==> src/rtl/prs_pkg.sv <==
package prs_pkg;

  localparam int KEY_W = 32;
  localparam int TAG_W = 16;

  typedef struct packed {
    logic [TAG_W-1:0] tag;
    logic [KEY_W-1:0] key;
  } rec_t;

  typedef struct packed {
    logic insert;
    logic shift;
  } cell_ctl_t;

  typedef enum logic {
    ST_LOAD,
    ST_DRAIN
  } state_t;

endpackage

==> src/rtl/prs_cell.sv <==
module prs_cell (
  input  logic              clk,
  input  prs_pkg::cell_ctl_t ctl,
  input  logic              occupied,
  input  prs_pkg::rec_t     new_rec,
  input  prs_pkg::rec_t     prev_rec,
  input  logic              prev_take,
  input  prs_pkg::rec_t     next_rec,
  output prs_pkg::rec_t     rec,
  output logic              take
);

  // ties stay behind: only a strictly smaller key moves down
  assign take = !occupied || (rec.key < new_rec.key);

  always_ff @(posedge clk) begin
    if (ctl.insert && take) begin
      rec <= prev_take ? prev_rec : new_rec;
    end else if (ctl.shift) begin
      rec <= next_rec;
    end
  end

endmodule

==> src/rtl/priority_record_sorter_unit.sv <==
// descending record sorter
// input channel s_*: one record per transfer, s_tlast marks the end of a batch.
// each record is placed into a chain of compare-and-shift cells as it is
// accepted, so records load at one per cycle with ties kept in arrival order.
// records beyond MAX_RECORDS are dropped and the batch is flagged on m_tuser.
// after the record marked s_tlast, s_tready drops and the chain shifts toward
// the head into the output register, one record per cycle while the receiver
// keeps up; the first result follows the last input transfer through the state
// register and then the output register. m_tlast marks the final record of the batch.
// when the receiver holds m_tready low the output register and the chain
// hold; draining resumes as soon as the register frees up.
// s_tready rises again at the same edge at which the final record enters the
// output register, so a new batch loads while that record still waits.
// reset (rst, synchronous) empties the chain and the output register.
module priority_record_sorter_unit #(
  parameter int MAX_RECORDS = 32
) (
  input  logic        clk,
  input  logic        rst,
  input  logic        s_tvalid,
  output logic        s_tready,
  input  logic [47:0] s_tdata,  // priority_key, job_tag
  input  logic        s_tlast,  // batch_end
  output logic        m_tvalid,
  input  logic        m_tready,
  output logic [47:0] m_tdata,  // sorted_key, sorted_tag
  output logic        m_tlast,  // final_record
  output logic        m_tuser   // overflowed
);

  localparam int FILL_W = $clog2(MAX_RECORDS + 1);
  localparam logic [FILL_W-1:0] FULL = FILL_W'(MAX_RECORDS);
  localparam logic [FILL_W-1:0] ONE  = FILL_W'(1);

  prs_pkg::state_t    state, state_next;
  logic [FILL_W-1:0]  fill, fill_next;
  logic               drop, drop_next;
  prs_pkg::cell_ctl_t ctl;
  prs_pkg::rec_t      new_rec;
  prs_pkg::rec_t      recs [MAX_RECORDS];
  logic [MAX_RECORDS-1:0] takes;
  logic [MAX_RECORDS-1:0] occ;
  logic in_xfer, full, out_free, last_out;

  assign new_rec  = s_tdata;
  assign in_xfer  = s_tvalid && s_tready;
  assign full     = (fill == FULL);
  assign out_free = !m_tvalid || m_tready;
  assign last_out = ctl.shift && (fill == ONE);

  always_comb begin
    state_next = state;
    case (state)
      prs_pkg::ST_LOAD: begin
        if (in_xfer && s_tlast) state_next = prs_pkg::ST_DRAIN;
      end
      prs_pkg::ST_DRAIN: begin
        if (last_out) state_next = prs_pkg::ST_LOAD;
      end
      default: state_next = prs_pkg::ST_LOAD;
    endcase
  end

  always_comb begin
    s_tready   = 1'b0;
    ctl.insert = 1'b0;
    ctl.shift  = 1'b0;
    case (state)
      prs_pkg::ST_LOAD: begin
        s_tready   = 1'b1;
        ctl.insert = s_tvalid && !full;
      end
      prs_pkg::ST_DRAIN: begin
        ctl.shift = out_free;
      end
      default: begin
        s_tready = 1'b0;
      end
    endcase
  end

  always_comb begin
    fill_next = fill;
    drop_next = drop;
    if (ctl.insert) fill_next = fill + ONE;
    if (ctl.shift) fill_next = fill - ONE;
    if (in_xfer && full) drop_next = 1'b1;
    if (last_out) drop_next = 1'b0;
  end

  always_ff @(posedge clk) begin
    if (rst) begin
      state <= prs_pkg::ST_LOAD;
      fill  <= '0;
      drop  <= 1'b0;
    end else begin
      state <= state_next;
      fill  <= fill_next;
      drop  <= drop_next;
    end
  end

  for (genvar i = 0; i < MAX_RECORDS; i++) begin : g_cell
    assign occ[i] = (FILL_W'(i) < fill);
    prs_cell u_cell (
      .clk       (clk),
      .ctl       (ctl),
      .occupied  (occ[i]),
      .new_rec   (new_rec),
      .prev_rec  ((i == 0) ? new_rec : recs[(i == 0) ? 0 : i - 1]),
      .prev_take ((i == 0) ? 1'b0 : takes[(i == 0) ? 0 : i - 1]),
      .next_rec  (recs[(i == MAX_RECORDS - 1) ? i : i + 1]),
      .rec       (recs[i]),
      .take      (takes[i])
    );
  end

  always_ff @(posedge clk) begin
    if (rst) begin
      m_tvalid <= 1'b0;
    end else if (ctl.shift) begin
      m_tvalid <= 1'b1;
    end else if (m_tready) begin
      m_tvalid <= 1'b0;
    end
  end

  always_ff @(posedge clk) begin
    if (ctl.shift) begin
      m_tdata <= recs[0];
      m_tlast <= (fill == ONE);
      m_tuser <= drop;
    end
  end

  a_fill_bound: assert property (@(posedge clk) disable iff (rst)
    fill <= FULL)
    else $error("fill count above capacity");

  a_drain_nonempty: assert property (@(posedge clk) disable iff (rst)
    state == prs_pkg::ST_DRAIN |-> fill != '0)
    else $error("draining an empty chain");

  a_batch_done: assert property (@(posedge clk) disable iff (rst)
    last_out |=> state == prs_pkg::ST_LOAD && fill == '0 && !drop && m_tvalid && m_tlast)
    else $error("batch did not close cleanly");

  a_batch_start: assert property (@(posedge clk) disable iff (rst)
    in_xfer && s_tlast |=> state == prs_pkg::ST_DRAIN && !s_tready)
    else $error("batch end did not start draining");

endmodule

==> config.mk <==
export PLATFORM = sky130hd
export DESIGN_NAME = priority_record_sorter_unit
export DESIGN_NICKNAME = d
export VERILOG_FILES = /design/src/rtl/prs_pkg.sv /design/src/rtl/prs_cell.sv /design/src/rtl/priority_record_sorter_unit.sv
export SDC_FILE = /design/constraint.sdc
export NUM_CORES = 2
export LEC_CHECK = 0
export BUFFER_PORTS_ARGS = -buffer_cell sky130_fd_sc_hd__buf_4
export CORE_ASPECT_RATIO = 1.75
export CORE_MARGIN = 2
export CORE_UTILIZATION = 35
export DETAILED_ROUTE_END_ITERATION = 10
export HOLD_SLACK_MARGIN = 0.03
export SLEW_MARGIN = 25
export SYNTH_ARGS = -nofsm -noshare
export SYNTH_HDL_FRONTEND = slang
export SYNTH_SLANG_ARGS = --single-unit
==> constraint.sdc <==
create_clock -name clk -period 14.9 [get_ports clk]
set_clock_uncertainty 0.2 [all_clocks]
set_input_delay 2.98 -clock clk [delete_from_list [all_inputs] [get_ports clk]]
set_output_delay 2.98 -clock clk [all_outputs]
set_load 0.05 [all_outputs]
Word-level counts from Yosys, hierarchy flattened

Index checks and enable logic that the tools add are counted.

$add $sub $neg: 2
$lt $le $gt $ge: 64
Eq/ne operators: 2
Muxes and demuxes: 103
Bitwise logic cells: 1
Reductions and logical operators: 138

Operator list:

| operator                                                                    | number |
|---|---|
| 48-bit two-way mux                                                          | 93 |
| 32-bit less-than comparator                                                 | 32 |
| 5-bit by 6-bit less-than comparator with 1-bit output, first input constant | 16 |
| 2-bit nonzero test                                                          | 33 |
| 4-bit by 6-bit less-than comparator with 1-bit output, first input constant | 8 |
| 1-bit logical AND                                                           | 37 |
| 1-bit logical NOT                                                           | 34 |
| 1-bit logical OR                                                            | 33 |
| 3-bit by 6-bit less-than comparator with 1-bit output, first input constant | 4 |
| 1-bit by 6-bit less-than comparator with 1-bit output, first input constant | 2 |
| 2-bit by 6-bit less-than comparator with 1-bit output, first input constant | 2 |
| 6-bit two-way mux                                                           | 2 |
| 1-bit two-way mux                                                           | 7 |
| 6-bit by 1-bit adder with 6-bit output, second input constant               | 1 |
| 6-bit by 1-bit equality test with 1-bit output, second input constant       | 1 |
| 6-bit equality test, second input constant                                  | 1 |
| 6-bit by 1-bit subtractor with 6-bit output, second input constant          | 1 |
| 1-bit case mux with 2 select lines                                          | 1 |
| 2-bit OR reduction                                                          | 1 |
| 1-bit inverter                                                              | 1 |

Register bits after elaboration: 1595
Bits of input ports: 53
Output and inout port bits: 52
Logic and storage cells: 381

Depth between registers and ports, before layout

Depth after elaboration: 6
Mapped depth: 14
Depth with buffers taken out: 9

Modules after synthesis

From an unflattened synthesis, not the netlist that was laid out.

Cell total of the unflattened synthesis: 20940
Area total of the unflattened synthesis: 162580.9 um^2

Modules (own cells, without submodules):

| module                      | instances | cells an instance | area each (um^2) | seq. area each (um^2) |
|---|---|---|---|---|
| prs_cell                    | 32        | 649               | 5006.1           | 1441.4 |
| priority_record_sorter_unit | 1         | 172               | 2387.3           | 1681.6 |

Worst setup path after synthesis

OpenSTA, ideal clock, no wires.

Kind: input port to flip-flop
Start: in s_tdata[30]
End: reg g_cell[31].u_cell.rec[0] (netlist name) (enable)
Library setup time: 528 ps
Arrival: 8502 ps
Data required time: 14172 ps
Slack: 5670 ps
Cell stages on the path: 7
Path buffers: 1
Cells stage by stage: clkbuf_1 inv_1 ha_1 a21o_1 a2111oi_0 o221ai_1 o32ai_1

Word-level cells in the longest chain between the ends: 3

Ends and longest elaborated chain:

| what                        | line                              | RTL |
|---|---|---|
| start: declaration          | priority_record_sorter_unit.sv:22 | `input logic [47:0] s_tdata,` |
| 32-bit less-than comparator | prs_cell.sv:14                    | `assign take = !occupied \|\| (rec.key < new_rec.key);` |
| 1-bit logical OR            | prs_cell.sv:14                    |  |
| 1-bit logical AND           | prs_cell.sv:17                    | `if (ctl.insert && take) begin` |
| end signal: assignment      | prs_cell.sv:18                    | `rec <= prev_take ? prev_rec : new_rec;` |
| end signal: assignment      | prs_cell.sv:20                    | `rec <= next_rec;` |
| end: declaration            | prs_cell.sv:9                     | `output prs_pkg::rec_t rec,` |

Every way passes these cells.
A chain may end at the register's enable or synchronous reset.

Worst setup path in the final report

Start: in s_tdata[27]
End: reg g_cell[15].u_cell.rec[40] (netlist name) (enable)

Word-level cells in the longest chain between the ends: 4

Ends and longest elaborated chain:

| what                                | line |
|---|---|
| 32-bit less-than comparator         | prs_cell.sv:14 |
| 1-bit logical OR                    | prs_cell.sv:14 |
| 1-bit logical AND                   | prs_cell.sv:17 |
| 2-bit nonzero test (no source line) | n/a |
| end signal: assignment              | prs_cell.sv:18 |
| end signal: assignment              | prs_cell.sv:20 |
| end: declaration                    | prs_cell.sv:9 |

Every way passes these cells.

==> impl_metrics.tcl <==
set metrics [dict create \
    status "completed" \
    hold_viol_final 0 \
    switching_share_pct 37.65 \
    multiInputGateArea_sq_mm 0.05176 \
    post_drt_via_cell_ratio 6.094 \
    dpl.hpwl_um 272700 \
    rr_endpoint "g_cell[15].u_cell.rec[40]$_DFFE_PP_" \
    grt_antenna_before_repair 35 \
    ios 105 \
    combinationalPowerShare_pct 31.7 \
    cts_tree "built" \
    path_buf_inv 5 \
    cp-end-kind "register" \
    utilization_pct 38.63 \
    seqCellArea_sq_mm 0.04781 \
    cp_slowest_stage_delay_ps 840 \
    ctsResizeCount 0 \
    drcViolationCount 0 \
    setup_tns_ps 0 \
    hp-start "drop$_SDFFE_PP0P_" \
    synth_top_flop_cell "edfxtp_1" \
    first_pass_iters 8 \
    clkTransAtPathRegs_ps 60 \
    fill_cells 28160 \
    ys_ff_latch 1595 \
    stdcell_count 13090 \
    path_delay_family "buffers and inverters" \
    routabilityCongestion 0.9509 \
    fp.dieH_um 718.6 \
    vdd_drop_max_v 0.0001012 \
    drv_slew 0 \
    criticalPathCategory "in -> reg" \
    avgSynthCellArea_sq_um 10.92 \
    routed_wl_um 390600 \
    min_period_ps 8241 \
    cts_buffers 174 \
    holdCritPathClass "reg -> reg" \
    hold_depth 0 \
    synth_cell_types 71 \
    p_leak_nw 48.76 \
    cp_common_cell "buf_4" \
    nets 10160 \
    clockRootBuffer "clkbuf_16" \
    slowest_stage "a211oi_4" \
    drive_gt1_share_pct 10.32 \
    path_cells "buf_4, clkinv_1, buf_4, ha_1, a21oi_1, o21ai_0, a221oi_1, o22ai_1, a211oi_4, buf_4, or2_2, buf_4" \
    track_usage_pct 25.54 \
    core.rowCount 262 \
    clockBufferDepth 4 \
    max_freq_mhz 121.3 \
    p_per_area_mw_per_mm2 159.9 \
    post_drt_wl_per_cell_um 29.84 \
    period_share_pct 55.31 \
    fp.coreArea_sq_mm 0.2908 \
    required_ps 15190 \
    reg2reg_slack_ps 9240 \
    syn_inst 9349 \
    p_seq_share_pct 43.3 \
    synth-edff-count 1586 \
    pwr-share-clk_pct 25.0 \
    hold_buffers 0 \
    yosysWarnings 0 \
    grt_setup_unrepaired "no" \
    ant_nets 0 \
    crit_arrival_ps 8530 \
    die_w_um 412.3 \
    dieArea_sq_mm 0.2963 \
    relSlewSlack_pct 19.47 \
    grt_max_degree 120 \
    grt_pass1_wl_um 561000 \
    synth_area_sq_mm 0.1021 \
    place.port_buffers 104 \
    via_count 79760 \
    overflow 0 \
    grt_pass1_vias 81590 \
    drt_iter0_drc 6658 \
    timing.rr.start "fill[1]$_SDFFE_PP0P_" \
    rr_worst_depth 10 \
    cts.sinks 1595 \
    seq_area_frac_synth_pct 46.81 \
    syn_to_final_growth_pct 9.978 \
    h-tree-depth 4 \
    worst_pin_slew_ps 1177 \
    setup_viol_count_final 0 \
    p_int_w 0.01120 \
    start_kind "primary input" \
    critPathMaxFanout 73 \
    start_util_pct 35.12 \
    insertion_delay_ps 890 \
    synthArstFlopShare_pct 0 \
    p_switching_w 0.006762 \
    dp_cells 12770 \
    hold_end "m_tuser$_DFFE_PP_" \
    syn_nets 10400 \
    cts_setup_buffers 0 \
    maxCapViolations 0 \
]
[through the flow]
stage | cell area (sq um) | total power (W) | hold WS [ps] | worst slack, ps
3_5_place_dp | 106800 | 0.01347 | 231.2 | 5888
5_1_grt | 112300 | 0.01876 | 286.8 | 6436
2_1_floorplan | 102100 | 0.01110 | 209.0 | 5670
3_3_place_gp | 106600 | 0.01330 | 227.4 | 6035
4_1_cts | 112300 | 0.01795 | 261.9 | 6800
6_report | 112300 | 0.01796 | 256.6 | 6659
[area by class of cell]
class	instances	area share (%)
inverters	62	0.2094
flip-flops and latches	1595	42.56
diodes	15	0.03342
clock inverters	101	0.8589
multi-input cells	7004	46.08
well taps	3828	4.264
repair buffers	278	1.936
clock buffers	205	4.054
[layout by cell type (no fill, tap or decap), types with 16 or more instances in the layout]
| cell | count |
|---|---|
| nand2_1 | 253 |
| ha_1 | 995 |
| clkinv_1 | 40 |
| a31oi_1 | 114 |
| inv_2 | 19 |
| nand4_1 | 130 |
| and4_1 | 47 |
| nor4_1 | 18 |
| a211oi_1 | 18 |
| inv_1 | 29 |
| a21o_1 | 51 |
| a221oi_1 | 46 |
| mux2_2 | 285 |
| or2_2 | 22 |
| nand2b_1 | 30 |
| or4_1 | 18 |
| clkbuf_1 | 25 |
| edfxtp_1 | 1586 |
| clkinv_2 | 33 |
| a21oi_1 | 2040 |
| buf_4 | 271 |
| o21ai_0 | 143 |
| bufinv_16 | 16 |
| nor2_1 | 1017 |
| mux2i_1 | 1344 |
| clkbuf_16 | 176 |
| o21a_1 | 21 |
| nor3_1 | 40 |
| nand3_1 | 109 |
[layer usage]
metal  track usage (%)  up-vias  share of wire [%]  routed length [um]
met1             27.96    40010                 36              140600
met3             3.975     1255                6.0               23580
li1                  -    35180                  -                   -
met5                 0        -              0.029                 112
met2             45.24     3299                 50              196500
met4             17.03       18                7.6               29810
[worst max path at each step]
stage / from / end / slack (ps) / cells after the start
floorplan: s_tdata[30] / g_cell[31].u_cell.rec[0]$_DFFE_PP_ / 5670 / 7
global placement: s_tdata[27] / g_cell[15].u_cell.rec[44]$_DFFE_PP_ / 6030 / 12
detailed placement: s_tdata[27] / g_cell[15].u_cell.rec[44]$_DFFE_PP_ / 5890 / 12
CTS: s_tdata[27] / g_cell[15].u_cell.rec[37]$_DFFE_PP_ / 6800 / 12
global route: s_tdata[27] / g_cell[15].u_cell.rec[40]$_DFFE_PP_ / 6440 / 12
finish: s_tdata[27] / g_cell[15].u_cell.rec[40]$_DFFE_PP_ / 6660 / 12
[power by group through the flow]
stage	sequential, W	clock (W)	combinational [W]
6_report	0.00778	0.00448	0.00570
4_1_cts	0.00776	0.00455	0.00564
2_1_floorplan	0.00718	0	0.00392
3_3_place_gp	0.00784	0	0.00546
3_5_place_dp	0.00785	0	0.00562
5_1_grt	0.00786	0.00468	0.00623
[registers in the layout, summed over array words and instances (netlist names)]
name and count:
drop 1, g_cell.u_cell.rec 1536, fill 6, m_tuser 1, m_tvalid 1, state 1
m_tdata 48, m_tlast 1
[cell usage after synthesis (41+ instances only)]
master    number  area share [%]
mux2_2       285             3.1
buf_1         41            0.15
nor2_1      1026             3.8
ha_1         995              12
a31oi_1      115            0.70
nand2_1      256            0.94
o21ai_0      144            0.71
and4_1        47            0.40
clkbuf_1     438             1.6
mux2i_1     1344              13
a221oi_1      46            0.39
buf_2        182            0.89
nand4_1      130            0.80
a21o_1        51            0.37
edfxtp_1    1586              47
a21oi_1     2051              10
nand3_1      109            0.53
nor3_1        46            0.23
inv_1         61            0.22
[kinds of logic after synthesis]
group	count (synthesis)	share of synthesized area (%)
compound gates	2609	13.87
simple gates	1763	7.646
mux	1632	16.35
flops	1595	46.81
fa+ha+maj	995	12.19
buf+inv	750	3.090
xor+xnor	5	0.04288
Note: power is estimated with default switching activity, not from simulation.
